===== config.mk =====
export PLATFORM = sky130hd
export DESIGN_NAME = track_met_accumulator_flat
export DESIGN_NICKNAME = d
export VERILOG_FILES = /design/src/design/tma_pkg.sv /design/src/design/tma_if.sv /design/src/design/track_met_accumulator.sv /design/src/design/tma_front.sv /design/src/design/tma_queue.sv /design/src/design/tma_back.sv /design/src/flat_wrapper.sv
export SDC_FILE = /design/constraint.sdc
export NUM_CORES = 1
export LEC_CHECK = 0
export ABC_AREA = 1
export BUFFER_PORTS_ARGS = -buffer_cell sky130_fd_sc_hd__buf_2
export CAP_MARGIN = 30
export CORE_UTILIZATION = 48
export DETAILED_ROUTE_END_ITERATION = 7
export PLACE_DENSITY = 0.86
export REMOVE_ABC_BUFFERS = 1
export SYNTH_ARGS = -nofsm -noshare
export SYNTH_HDL_FRONTEND = slang
export SYNTH_SLANG_ARGS = --single-unit
export TNS_END_PERCENT = 10

===== constraint.sdc =====
create_clock -name i_clk -period 2.7 [get_ports i_clk]
set_clock_uncertainty 0.1 [all_clocks]
set_input_delay 0.27 -clock i_clk [delete_from_list [all_inputs] [get_ports i_clk]]
set_output_delay 0.27 -clock i_clk [all_outputs]
set_load 0.02 [all_outputs]

===== src/design/tma_pkg.sv =====
// package for the track met accumulator
// holds widths, register indexes, payload structs and constants; no dependencies
package tma_pkg;

    localparam int MAX_CANDIDATES_DEF = 4096;
    localparam int CFG_IDX_W  = 3;
    localparam int CFG_DATA_W = 20;
    localparam int QUEUE_DEPTH = 4;

    typedef enum logic [CFG_IDX_W-1:0] {
        REG_VERTEX_X   = 3'd0,
        REG_VERTEX_Y   = 3'd1,
        REG_VERTEX_Z   = 3'd2,
        REG_DZ_CUT     = 3'd3,
        REG_PT_MIN     = 3'd4,
        REG_WEIGHT_MIN = 3'd5,
        REG_MODE       = 3'd6
    } t_reg_idx;

    localparam logic [1:0] MODE_WEIGHT_ONLY = 2'd1;
    localparam logic [1:0] MODE_DZ_ONLY     = 2'd2;

    typedef struct packed {
        logic               has_track;
        logic               is_charged;
        logic signed [19:0] mom_x;
        logic signed [19:0] mom_y;
        logic signed [19:0] mom_z;
        logic        [19:0] energy;
        logic        [18:0] trans_mom;
        logic signed [19:0] cand_vx;
        logic signed [19:0] cand_vy;
        logic signed [19:0] cand_vz;
        logic        [8:0]  track_weight;
        logic               is_last;
    } t_cand;

    typedef struct packed {
        logic signed [31:0] met_x;
        logic signed [31:0] met_y;
        logic signed [31:0] met_z;
        logic signed [31:0] met_energy;
        logic        [30:0] sum_et;
    } t_met;

    // classified beat handed from front to back
    typedef struct packed {
        logic               gate_ok;
        logic               w_ok;
        logic signed [20:0] dvx;
        logic signed [20:0] dvy;
        logic signed [20:0] dvz;
        logic signed [19:0] mom_x;
        logic signed [19:0] mom_y;
        logic signed [19:0] mom_z;
        logic        [19:0] energy;
        logic        [18:0] trans_mom;
        logic               is_last;
    } t_class;

endpackage


===== src/design/tma_if.sv =====
// valid/ready channel interface carrying one payload beat
// depends on nothing; payload type is a parameter
interface tma_if #(parameter type T = logic) (input logic i_clk);
    logic valid;
    logic ready;
    T     data;
    modport source (output valid, output data, input ready);
    modport sink   (input valid, input data, output ready);
endinterface


===== src/design/track_met_accumulator.sv =====
// top level of the track met accumulator: config registers, front, queue, back
// depends on tma_pkg, tma_if, tma_front, tma_queue, tma_back
// the back end takes a new candidate only after it has finished the previous one
// the front end and a 4-entry queue accept candidates while the back end works
// synchronous active-low reset clears sums, handshakes and loads register defaults
module track_met_accumulator import tma_pkg::*; (
    input  logic                  i_clk,
    input  logic                  i_rst_n,
    tma_if.sink                   s_cand,
    tma_if.source                 m_met,
    input  logic                  i_cfg_we,
    input  logic [CFG_IDX_W-1:0]  i_cfg_idx,
    input  logic [CFG_DATA_W-1:0] i_cfg_data
);
    logic signed [19:0] r_vx, r_vy, r_vz;
    logic [18:0] r_dz_cut, r_pt_min;
    logic [8:0]  r_wmin;
    logic [1:0]  r_mode;

    logic   f_valid, f_ready, q_valid, q_ready;
    t_class f_class, q_class;

    always_ff @(posedge i_clk) begin
        if (!i_rst_n) begin
            r_vx <= '0; r_vy <= '0; r_vz <= '0;
            r_dz_cut <= 19'd1000; r_pt_min <= '0; r_wmin <= 9'd128; r_mode <= '0;
        end else begin
            if (i_cfg_we) begin
                case (t_reg_idx'(i_cfg_idx))
                    REG_VERTEX_X:   r_vx <= i_cfg_data;
                    REG_VERTEX_Y:   r_vy <= i_cfg_data;
                    REG_VERTEX_Z:   r_vz <= i_cfg_data;
                    REG_DZ_CUT:     r_dz_cut <= i_cfg_data[18:0];
                    REG_PT_MIN:     r_pt_min <= i_cfg_data[18:0];
                    REG_WEIGHT_MIN: r_wmin <= i_cfg_data[8:0];
                    REG_MODE:       r_mode <= i_cfg_data[1:0];
                    default: ;
                endcase
            end
        end
    end

    tma_front u_front (
        .i_clk, .i_rst_n,
        .i_valid(s_cand.valid), .o_ready(s_cand.ready), .i_cand(s_cand.data),
        .i_vertex_x(r_vx), .i_vertex_y(r_vy), .i_vertex_z(r_vz),
        .i_pt_min(r_pt_min), .i_weight_min(r_wmin),
        .o_valid(f_valid), .i_ready(f_ready), .o_class(f_class)
    );

    tma_queue u_queue (
        .i_clk, .i_rst_n,
        .i_valid(f_valid), .o_ready(f_ready), .i_data(f_class),
        .o_valid(q_valid), .i_ready(q_ready), .o_data(q_class)
    );

    tma_back u_back (
        .i_clk, .i_rst_n,
        .i_valid(q_valid), .o_ready(q_ready), .i_class(q_class),
        .i_dz_cut(r_dz_cut), .i_mode(r_mode),
        .o_valid(m_met.valid), .i_ready(m_met.ready), .o_met(m_met.data)
    );
endmodule


===== src/design/tma_front.sv =====
// front end: accepts candidates, applies gating and weight test, forms vertex offsets
// depends on tma_pkg
module tma_front import tma_pkg::*; (
    input  logic               i_clk,
    input  logic               i_rst_n,
    input  logic               i_valid,
    output logic               o_ready,
    input  t_cand              i_cand,
    input  logic signed [19:0] i_vertex_x,
    input  logic signed [19:0] i_vertex_y,
    input  logic signed [19:0] i_vertex_z,
    input  logic        [18:0] i_pt_min,
    input  logic        [8:0]  i_weight_min,
    output logic               o_valid,
    input  logic               i_ready,
    output t_class             o_class
);
    logic   r_valid;
    t_class r_class;
    t_class n_class;

    assign o_ready = !r_valid || i_ready;
    assign o_valid = r_valid;
    assign o_class = r_class;

    always_comb begin
        n_class.gate_ok   = i_cand.has_track && i_cand.is_charged
                            && (i_cand.trans_mom > i_pt_min);
        n_class.w_ok      = i_cand.track_weight > i_weight_min;
        n_class.dvx       = 21'(i_cand.cand_vx) - 21'(i_vertex_x);
        n_class.dvy       = 21'(i_cand.cand_vy) - 21'(i_vertex_y);
        n_class.dvz       = 21'(i_cand.cand_vz) - 21'(i_vertex_z);
        n_class.mom_x     = i_cand.mom_x;
        n_class.mom_y     = i_cand.mom_y;
        n_class.mom_z     = i_cand.mom_z;
        n_class.energy    = i_cand.energy;
        n_class.trans_mom = i_cand.trans_mom;
        n_class.is_last   = i_cand.is_last;
    end

    always_ff @(posedge i_clk) begin
        if (!i_rst_n) begin
            r_valid <= 1'b0;
        end else if (o_ready) begin
            r_valid <= i_valid;
        end
        if (o_ready && i_valid) begin
            r_class <= n_class;
        end
    end
endmodule


===== src/design/tma_queue.sv =====
// small fifo decoupling front and back ends
// depends on tma_pkg
module tma_queue import tma_pkg::*; #(
    parameter int DEPTH = QUEUE_DEPTH
) (
    input  logic   i_clk,
    input  logic   i_rst_n,
    input  logic   i_valid,
    output logic   o_ready,
    input  t_class i_data,
    output logic   o_valid,
    input  logic   i_ready,
    output t_class o_data
);
    localparam int AW = (DEPTH > 1) ? $clog2(DEPTH) : 1;
    t_class         r_mem [DEPTH];
    logic [AW-1:0]  r_wp, r_rp;
    logic [AW:0]    r_cnt;
    logic           wr, rd;

    assign o_ready = r_cnt != (AW+1)'(DEPTH);
    assign o_valid = r_cnt != '0;
    assign o_data  = r_mem[r_rp];
    assign wr = i_valid && o_ready;
    assign rd = o_valid && i_ready;

    always_ff @(posedge i_clk) begin
        if (!i_rst_n) begin
            r_wp  <= '0;
            r_rp  <= '0;
            r_cnt <= '0;
        end else begin
            if (wr) r_wp <= (r_wp == AW'(DEPTH-1)) ? '0 : r_wp + 1'b1;
            if (rd) r_rp <= (r_rp == AW'(DEPTH-1)) ? '0 : r_rp + 1'b1;
            r_cnt <= r_cnt + (AW+1)'(wr) - (AW+1)'(rd);
        end
        if (wr) r_mem[r_wp] <= i_data;
    end
endmodule


===== src/design/tma_back.sv =====
// back end: dz test over a multiply pipeline, then saturating accumulation and output
// depends on tma_pkg
module tma_back import tma_pkg::*; (
    input  logic        i_clk,
    input  logic        i_rst_n,
    input  logic        i_valid,
    output logic        o_ready,
    input  t_class      i_class,
    input  logic [18:0] i_dz_cut,
    input  logic [1:0]  i_mode,
    output logic        o_valid,
    input  logic        i_ready,
    output t_met        o_met
);
    typedef enum logic [2:0] {
        ST_IDLE, ST_M1, ST_M2, ST_M3, ST_ACC, ST_OUT
    } t_bstate;

    t_bstate r_state, n_state;
    t_class  r_c;
    logic signed [41:0] r_ax, r_ay;
    logic signed [38:0] r_pt2;
    logic signed [42:0] r_dot;
    logic signed [63:0] r_num, r_lhs;
    logic        [63:0] r_rhs;
    logic signed [32:0] r_acc_x, r_acc_y, r_acc_z, r_acc_e;
    logic        [31:0] r_acc_et;
    logic               r_out_valid;
    t_met               r_met;

    logic signed [63:0] diff, mag;
    logic               dz_ok, sel;
    logic        [31:0] et_sum;

    function automatic logic signed [32:0] sat_sub(input logic signed [32:0] a,
                                                   input logic signed [32:0] b);
        logic signed [33:0] s;
        s = 34'(a) - 34'(b);
        if (s > 34'sd2147483647) return 33'sd2147483647;
        if (s < -34'sd2147483648) return -33'sd2147483648;
        return s[32:0];
    endfunction

    assign o_ready = (r_state == ST_IDLE);
    assign o_valid = r_out_valid;
    assign o_met   = r_met;

    always_comb begin
        diff  = r_lhs - r_num;
        mag   = diff[63] ? -diff : diff;
        dz_ok = $unsigned(mag) < r_rhs;
        et_sum = r_acc_et + 32'(r_c.trans_mom);
        case (i_mode)
            MODE_WEIGHT_ONLY: sel = r_c.w_ok;
            MODE_DZ_ONLY:     sel = dz_ok;
            default:          sel = r_c.w_ok || dz_ok;
        endcase
        sel = sel && r_c.gate_ok;
        n_state = r_state;
        case (r_state)
            ST_IDLE: if (i_valid) n_state = ST_M1;
            ST_M1:   n_state = ST_M2;
            ST_M2:   n_state = ST_M3;
            ST_M3:   n_state = ST_ACC;
            ST_ACC:  n_state = r_c.is_last ? ST_OUT : ST_IDLE;
            ST_OUT:  if (!r_out_valid || i_ready) n_state = ST_IDLE;
            default: n_state = ST_IDLE;
        endcase
    end

    always_ff @(posedge i_clk) begin
        if (!i_rst_n) begin
            r_state     <= ST_IDLE;
            r_out_valid <= 1'b0;
            r_acc_x     <= '0;
            r_acc_y     <= '0;
            r_acc_z     <= '0;
            r_acc_e     <= '0;
            r_acc_et    <= '0;
        end else begin
            r_state <= n_state;
            if (r_state == ST_ACC && sel) begin
                r_acc_x  <= sat_sub(r_acc_x, 33'(r_c.mom_x));
                r_acc_y  <= sat_sub(r_acc_y, 33'(r_c.mom_y));
                r_acc_z  <= sat_sub(r_acc_z, 33'(r_c.mom_z));
                r_acc_e  <= sat_sub(r_acc_e, 33'($signed({1'b0, r_c.energy})));
                r_acc_et <= et_sum[31] ? 32'h7FFFFFFF : et_sum;
            end
            if (r_state == ST_OUT && (!r_out_valid || i_ready)) begin
                r_out_valid      <= 1'b1;
                r_met.met_x      <= r_acc_x[31:0];
                r_met.met_y      <= r_acc_y[31:0];
                r_met.met_z      <= r_acc_z[31:0];
                r_met.met_energy <= r_acc_e[31:0];
                r_met.sum_et     <= r_acc_et[31] ? 31'h7FFFFFFF : r_acc_et[30:0];
                r_acc_x  <= '0;
                r_acc_y  <= '0;
                r_acc_z  <= '0;
                r_acc_e  <= '0;
                r_acc_et <= '0;
            end else if (r_out_valid && i_ready) begin
                r_out_valid <= 1'b0;
            end
        end
        if (r_state == ST_IDLE && i_valid) r_c <= i_class;
        case (r_state)
            ST_M1: begin
                r_ax  <= r_c.dvx * r_c.mom_x;
                r_ay  <= r_c.dvy * r_c.mom_y;
                r_pt2 <= $signed({1'b0, r_c.trans_mom}) * $signed({1'b0, r_c.trans_mom});
            end
            ST_M2: begin
                r_dot <= 43'(r_ax) + 43'(r_ay);
                r_lhs <= r_c.dvz * r_pt2;
                r_rhs <= 64'(i_dz_cut) * 64'(r_pt2[37:0]);
            end
            ST_M3: r_num <= 64'(r_dot) * 64'(r_c.mom_z);
            default: ;
        endcase
    end
endmodule

===== src/flat_wrapper.sv =====
// flat-port wrapper written by rule: the top's interface ports become plain ports
module track_met_accumulator_flat import tma_pkg::*;
  (i_clk, i_rst_n, i_cfg_we, i_cfg_idx, i_cfg_data, s_cand_valid, s_cand_data, s_cand_ready, m_met_valid, m_met_data, m_met_ready);
  tma_if s_cand_i (.i_clk(i_clk));
  tma_if m_met_i (.i_clk(i_clk));
  input  logic i_clk;
  input  logic i_rst_n;
  input  logic i_cfg_we;
  input  logic [CFG_IDX_W-1:0] i_cfg_idx;
  input  logic [CFG_DATA_W-1:0] i_cfg_data;
  input wire logic [$bits(s_cand_i.valid)-1:0] s_cand_valid;
  input wire logic [$bits(s_cand_i.data)-1:0] s_cand_data;
  output wire logic [$bits(s_cand_i.ready)-1:0] s_cand_ready;
  output wire logic [$bits(m_met_i.valid)-1:0] m_met_valid;
  output wire logic [$bits(m_met_i.data)-1:0] m_met_data;
  input wire logic [$bits(m_met_i.ready)-1:0] m_met_ready;
  assign s_cand_i.valid = s_cand_valid;
  assign s_cand_i.data = s_cand_data;
  assign s_cand_ready = s_cand_i.ready;
  assign m_met_valid = m_met_i.valid;
  assign m_met_data = m_met_i.data;
  assign m_met_i.ready = m_met_ready;
  track_met_accumulator u_core (.i_clk(i_clk), .i_rst_n(i_rst_n), .s_cand(s_cand_i), .m_met(m_met_i), .i_cfg_we(i_cfg_we), .i_cfg_idx(i_cfg_idx), .i_cfg_data(i_cfg_data));
endmodule

==> summary.md, run 1 <==
| Metric | Value |
|---|---|
| Status | finished clean |
| Post-detailed-route count of antenna-violating nets | 0 |
| Final hold viol count | 0 |
| # rows | 15 |
| FF+latch count, synth | 18 |
| WHS | 51.6 ps |
| Startpoint Class | flop |
| FF-to-FF path depth | 12 |
| Synthesized cell area | about 920 um2 |
| Global-route wire length before repair | 2500 um |
| Initial Util | 52.1% |
| Worst r2r dst | u_core.u_queue.r_cnt[2] |
| Fin. max-slew vios | 0 |
| Chip height | 45.7 um |
| DR vias/cell | between 4 and 5 |
| Vias in the first global route | between 600 and 700 |
| Hold Path Class | in -> reg |
| Core ar. | 0.00176 mm2 |
| Top-area cell type share of the netlist area | 26.2% |
| Kind of critical path | reg -> reg |
| CP Capture Type | flop |
| Total grt overflow | 0 |
| CTS tree | done |
| Mean Syn Cell Area | 7.99 um2 |
| Post-synthesis async set-or-reset flop share | 0% |
| DR pass1 iterations | 4 |
| Worst VDD drop | 562 uV |
| Clk sink count | 18 |
| GP Congestion | 0.773 |
| Area grow syn2layout | 8.72% |
| Critical Path RT | 2790 ps |
| Clk_lat worst skew | between 200 and 300 ps |
| RSZ-0062 raised after global routing | false |
| Post-CTS Hold Buffers | 0 |
| Post-route setup TNS | 0 ps |
| Mapped Cells | 115 |
| Vias | roughly 700 |
| Max Buffers Root-to-Sink | 2 |
| MaxCap Viol Count | 0 |
| Setup Fix Bufs, Post-CTS | 0 |
| Root buffer cell | clkbuf_4 |
| Post-synthesis sequential area ratio | between 40% and 50% |
| Largest net degree at the start of global routing | 11 |
| Endpoint of the worst hold path | u_core.u_front.o_class[0] |
| Post-synth EDFFs | 6 |
| Main flop type after synthesis | dfxtp_1 |
| YS warnings | 0 |
| Met3 GRT Util | 2.38% |
| Global Route met2 Usage | between 20 and 30% |
| Drt wl/cell | 9.05 um |
| Distinct cell type count after synthesis | 22 |
| Worst r2r src | u_core.u_back.r_state[0] |
| GRT met1 Usage | 19.5% |
| Layout cells sized above 1 | between 10% and 20% |
| Final WL | 1350 um |
| Min cycle time layout | 2070 ps |
| R2R Setup Slk | 630 ps |
| Nets | between 150 and 200 |
| GR peak layer | met2 |
| Final period util | 76.5% |
| Filler cells | 176 |
| Cell taking the most area after synthesis | dfxtp_1 |
| DRC viols | 0 |
| N_diodes | 0 |
| Clk slew on worst S/H paths | 90 ps |
| # resized after CTS | 0 |
| Iteration-0 DRC Markers | 21 |
| Clock buffer count from CTS | 3 |
| H-tree Lvls | 1 |
| P per Cell Area | 910 mW/mm2 |
| Worst Path Max Fanout | 5 |
| Hold Path Stages | 1 |
| Hold path startpoint | s_cand_data |
| FMAX | 484 MHz |
| Buffers on Ports | 6 |
| HPWL after detailed placement | 1040 um |
| Initial antenna violation count | 0 |
| Static leakage power | 0.485 nW |
| Tot GR Track Use | about 17% |
| Chip width | 45.7 um |
| Die area | 0.00209 mm2 |
| I/O pin count | 32 |
| Synth top area cells | dfxtp_1 (26%), edfxtp_1 (20%), nor2_1 (11%) |
| Setup violators final | 0 |
| Crit path DAT | approximately 2200 ps |
-- worst max-delay path, stage by stage (launching register included) --
cell and delay, ps:
dfxtp_1 410, inv_2 70, nand2_2 100, nor2_4 40
nand2_2 100, inv_1 70, ha_1 270, inv_1 40
ha_1 180, fa_1 350, inv_1 70, and2_1 120
nor2_1 40
-- cells in the mapped netlist (2+ instances only) --
master     n
ha_1       7
o21ai_0    5
nand2_2    4
inv_2      4
nand3_1    4
edfxtp_1   6
a21oi_1    2
dfxtp_1   12
inv_1     20
nor2_1    26
nand2_1   14
-- placed cells by master (no fill, tap or decap), types with 3 or more instances in the layout --
| cell | synthesis | final |
|---|---|---|
| buf_2 | 0 | 6 |
| inv_2 | 4 | 4 |
| nor2_1 | 26 | 26 |
| nand3_1 | 4 | 4 |
| inv_1 | 20 | 20 |
| ha_1 | 7 | 7 |
| dfxtp_1 | 12 | 12 |
| edfxtp_1 | 6 | 6 |
| nand2_1 | 14 | 14 |
| clkbuf_4 | 0 | 3 |
| o21ai_0 | 5 | 5 |
| nand2_2 | 4 | 4 |
-- logic make-up (layout without fill, tap and decap cells) --
logic type / count (synthesis) / after routing / synth area share [%]
AND/OR/NAND/NOR: 52 / 52 / 24.5
buffers and inverters: 25 / 34 / 10.6
XOR/XNOR: 1 / 1 / 0.954
flip-flops: 18 / 18 / 45.8
adder cells (fa/ha/maj): 8 / 8 / 11.7
other: 1 / 1 / 0.408
AO/OA/AOI/OAI: 10 / 10 / 6.00
-- routing by layer --
metal,vias to the layer above,wire length [um]
met5,-,0
met2,12,672
met1,312,613
li1,367,-
met4,0,25
met3,4,36
-- metrics by stage --
| step | utilization, % | std cells | setup WS, ps | power, mW | instance area (um2) |
|---|---|---|---|---|---|
| floorplan | - | 114 | 765 | 0.709 | 911 |
| global placement | 55.1 | 145 | 683 | 0.758 | 972 |
| detailed placement | 55.1 | 145 | 649 | 0.781 | 972 |
| CTS | 56.6 | 149 | 631 | 0.923 | 998 |
| global route | 56.6 | 149 | 491 | 1.01 | 998 |
| finish | 56.6 | 149 | 634 | 0.909 | 998 |
-- flip-flops by register name (all words and copies together) (netlist names) --
register and count:
u_core.u_queue.r_cnt 3, u_core.u_back.r_c 1, u_core.u_back.o_valid 1, u_core.u_queue.r_mem 4, u_core.u_queue.r_wp 2, u_core.u_front.o_valid 1, u_core.u_queue.r_rp 2, u_core.u_front.o_class 1
u_core.u_back.r_state 3
-- power breakdown --
part	internal, mW	switching [mW]	total [mW]	leakage, nW
clock network	0.0574	0.0814	0.139	0.0150
registers	0.353	0.0617	0.414	0.155
logic	0.140	0.216	0.356	0.315
total	0.551	0.359	0.909	0.485
-- how the worst max path moves through the flow --
stage	cells past startpoint	start	endpoint
after floorplan	12	u_core.u_back.r_state[0]	u_core.u_queue.r_cnt[2]
after global placement	12	u_core.u_back.r_state[0]	u_core.u_queue.r_cnt[2]
after detailed placement	12	u_core.u_back.r_state[0]	u_core.u_queue.r_cnt[2]
after CTS	12	u_core.u_back.r_state[0]	u_core.u_queue.r_cnt[2]
after global routing	12	u_core.u_back.r_state[0]	u_core.u_queue.r_cnt[2]
final	12	u_core.u_back.r_state[0]	u_core.u_queue.r_cnt[2]
-- area by class of cell --
cell class	instances	area [um2]	area share, %
repair buffers	6	30.0	3.01
clock buffers	4	26.3	2.63
multi-input cells	72	400	40.1
flip-flops and latches	18	420	42.1
well taps	25	31.3	3.13
inverters	24	90.1	9.02
No activity file was read; power rests on OpenSTA's default activity.
==> run 2, diff against run 1 <==
--- a/config.mk
+++ b/config.mk
@@ -8,9 +8,9 @@
 export ABC_AREA = 1
 export BUFFER_PORTS_ARGS = -buffer_cell sky130_fd_sc_hd__buf_2
 export CAP_MARGIN = 30
-export CORE_UTILIZATION = 48
+export CORE_UTILIZATION = 43
 export DETAILED_ROUTE_END_ITERATION = 7
-export PLACE_DENSITY = 0.86
+export PLACE_DENSITY = 0.82
 export REMOVE_ABC_BUFFERS = 1
 export SYNTH_ARGS = -nofsm -noshare
 export SYNTH_HDL_FRONTEND = slang
==> constraint.sdc (replaced) <==
create_clock -name i_clk -period 1.8 [get_ports i_clk]
set_clock_uncertainty 0.1 [all_clocks]
set_input_delay 0.18 -clock i_clk [delete_from_list [all_inputs] [get_ports i_clk]]
set_output_delay 0.18 -clock i_clk [all_outputs]
set_load 0.02 [all_outputs]
==> summary.md, run 2 (synthesized netlist as in run 1, its figures left out) <==
| Metric | Value |
|---|---|
| H-tree Lvls | 1 (unchanged) |
| Final WL | 1790 um (+32%) |
| Non-filler cells, final | 172 (+15%) |
| Post-layout instance area | 0.00120 mm2 (+20%) |
| # placed instances | 161 (+11%) |
| Max FFs per register | 4 (unchanged) |
| Buffers on Ports | 6 (unchanged) |
| Initial Util | 46.3% (-5.7 points) |
| Kind of critical path | reg -> reg |
| Largest net degree at the start of global routing | 11 (unchanged) |
| Global-route wire length before repair | 2830 um (+13%) |
| Commonest non-fill, non-tap cell in the layout | nor2_1 |
| Min cycle time layout | 1860 ps (-208 ps) |
| Max Buffers Root-to-Sink | 2 (unchanged) |
| Largest stage delay, worst path | 510 ps (+100 ps) |
| Iteration-0 DRC Markers | 20 (-4.8%) |
| Root buffer cell | clkbuf_4 |
| Total grt overflow | 0 (unchanged) |
| DR pass1 iterations | 4 (unchanged) |
| CTS tree | done |
| GP Congestion | 0.773 (about the same) |
| Vias | 791 (+14%) |
| Layout cells sized above 1 | 35.9% (+21 points) |
| Clk slew on worst S/H paths | 110 ps (+20 ps) |
| Worst VDD drop | 914 uV (+63%) |
| Final hold viol count | 0 (unchanged) |
| Failing checks | negative setup slack |
| Hold Path Class | in -> reg |
| FMAX | 538 MHz (+11%) |
| Clk sink count | 18 (unchanged) |
| N_diodes | 0 (unchanged) |
| DRC viols | 0 (unchanged) |
| Die area | 0.00232 mm2 (+11%) |
| Clock buffer count from CTS | 3 (unchanged) |
| RSZ-0062 raised after global routing | true |
| Hold Path Stages | 3 (+2) |
| Most frequent cells in the layout | nor2_1 (26), buf_4 (20), inv_1 (16) |
| Tot GR Track Use | 18.3% (+1.5 points) |
| Chip height | 48.2 um (+5.4%) |
| Vias in the first global route | 735 (+7.8%) |
| FF-to-FF path depth | 10 (-2) |
| CP Capture Type | flop |
| Top Registers | u_core.u_queue.r_mem x4, u_core.u_back.r_state x3, u_core.u_queue.r_cnt x3 |
| Fin worst setup slack | -57.7 ps (-692 ps) |
| Slowest cell on crit path | fa_2 |
| Core ar. | 0.00198 mm2 (+12%) |
| DR vias/cell | 4.60 (-1.4%) |
| Worst Path Max Fanout | 3 (-2) |
| Initial antenna violation count | 0 (unchanged) |
| Top reg by flops | u_core.u_queue.r_mem |
| Post-detailed-route count of antenna-violating nets | 0 (unchanged) |
| P per Cell Area | 1530 mW/mm2 (+68%) |
| Drt wl/cell | 10.4 um (+15%) |
| MaxCap Viol Count | 0 (unchanged) |
| Clk_lat worst skew | 290 ps (about the same) |
| Fin. max-slew vios | 0 (unchanged) |
| CP cell instances | nor2_1 -> nand2_1 -> nand2_2 -> inv_2 -> ha_4 -> inv_2 -> ha_4 -> fa_2 -> nand2_1 -> inv_1 |
| I/O pin count | 32 (unchanged) |
| HPWL after detailed placement | 1250 um (+20%) |
| Setup violators final | 2 (+2) |
| Nets | 183 (+13%) |
| Status | complete, but fails checks |
| Static leakage power | 0.587 nW (+21%) |
| # rows | 16 (+1) |
| Area grow syn2layout | 30.9% |
| Critical Path RT | 1940 ps (-850 ps) |
| Final period util | 103% (+27 points) |
| Crit path DAT | 2000 ps (-150 ps) |
| Chip width | 48.2 um (+5.4%) |
| Startpoint Class | flop |
| Area after DPL | 0.00108 mm2 (+11%) |
==> run 2: worst paths after layout <==
| path | startpoint | end | slack, ps |
|---|---|---|---|
| worst max-delay path | u_core.u_queue.r_cnt[1] | u_core.u_queue.r_cnt[1] | -60 |
| worst min-delay path | i_rst_n | u_core.u_queue.r_cnt[0] | 60 |
| worst max register to register | u_core.u_queue.r_cnt[1] | u_core.u_queue.r_cnt[1] | -60 |
| worst min register to register | u_core.u_front.o_class[0] | u_core.u_queue.r_mem[3][0] | 430 |
==> run 2: repair_timing <==
| action | 4_1_cts | 5_1_grt |
|---|---|---|
| cloned | 0 | 0 |
| pin swaps | 6 | 2 |
| gates resized for setup | 12 | 3 |
| setup buffers | 5 | 1 |
| hold endpoints to repair | 1 | 0 |
| hold buffers | 1 | 0 |
| setup endpoints to repair | 2 | 2 |
==> run 2: metal layers <==
layer	GRT usage [%]	share of wire [%]	vias to the layer above	wire, um
met3	2.22	2.9	2	51
met1	19.0	41	366	725
li1	-	-	407	-
met2	35.2	56	16	999
met5	0	0	-	0
met4	9.44	0.50	0	9
==> run 2: final cells by class <==
| class | instances | area, um2 |
|---|---|---|
| well taps | 27 | 33.8 |
| clock inverters | 1 | 3.75 |
| inverters | 24 | 90.1 |
| fillers | 169 | 779 |
| clock buffers | 3 | 22.5 |
| repair buffers | 27 | 190 |
| flip-flops and latches | 18 | 427 |
| multi-input cells | 72 | 435 |
==> run 2: through the flow <==
stage                     power (mW)  worst slack [ps]  hold slack (ps)  setup TNS (ps)  utilization, %
after floorplan                 1.06              -135              173            -226               -
after global placement          1.32             -89.3              256            -129            54.5
after detailed placement        1.38              -134              259            -204            54.5
after CTS                       1.79             -29.5             64.8           -40.9            60.0
after global routing            1.99              -121             75.6            -242            60.7
final                           1.84             -57.7             64.1            -110            60.7
==> run 2: power by group <==
group | total, mW | leakage, nW | switching [mW] | internal (mW)
sequential | 0.616 | 0.156 | 0.0771 | 0.538
combinational | 1.01 | 0.415 | 0.495 | 0.517
clock | 0.208 | 0.0154 | 0.128 | 0.0804
==> run 2: worst max-delay path: cells and delay by family (launching register included) <==
kind / cells / cell delay, ps
buffers and inverters: 3 / 150
DFF: 1 / 350
adders and majority gates: 3 / 900
and+or+nand+nor: 4 / 320
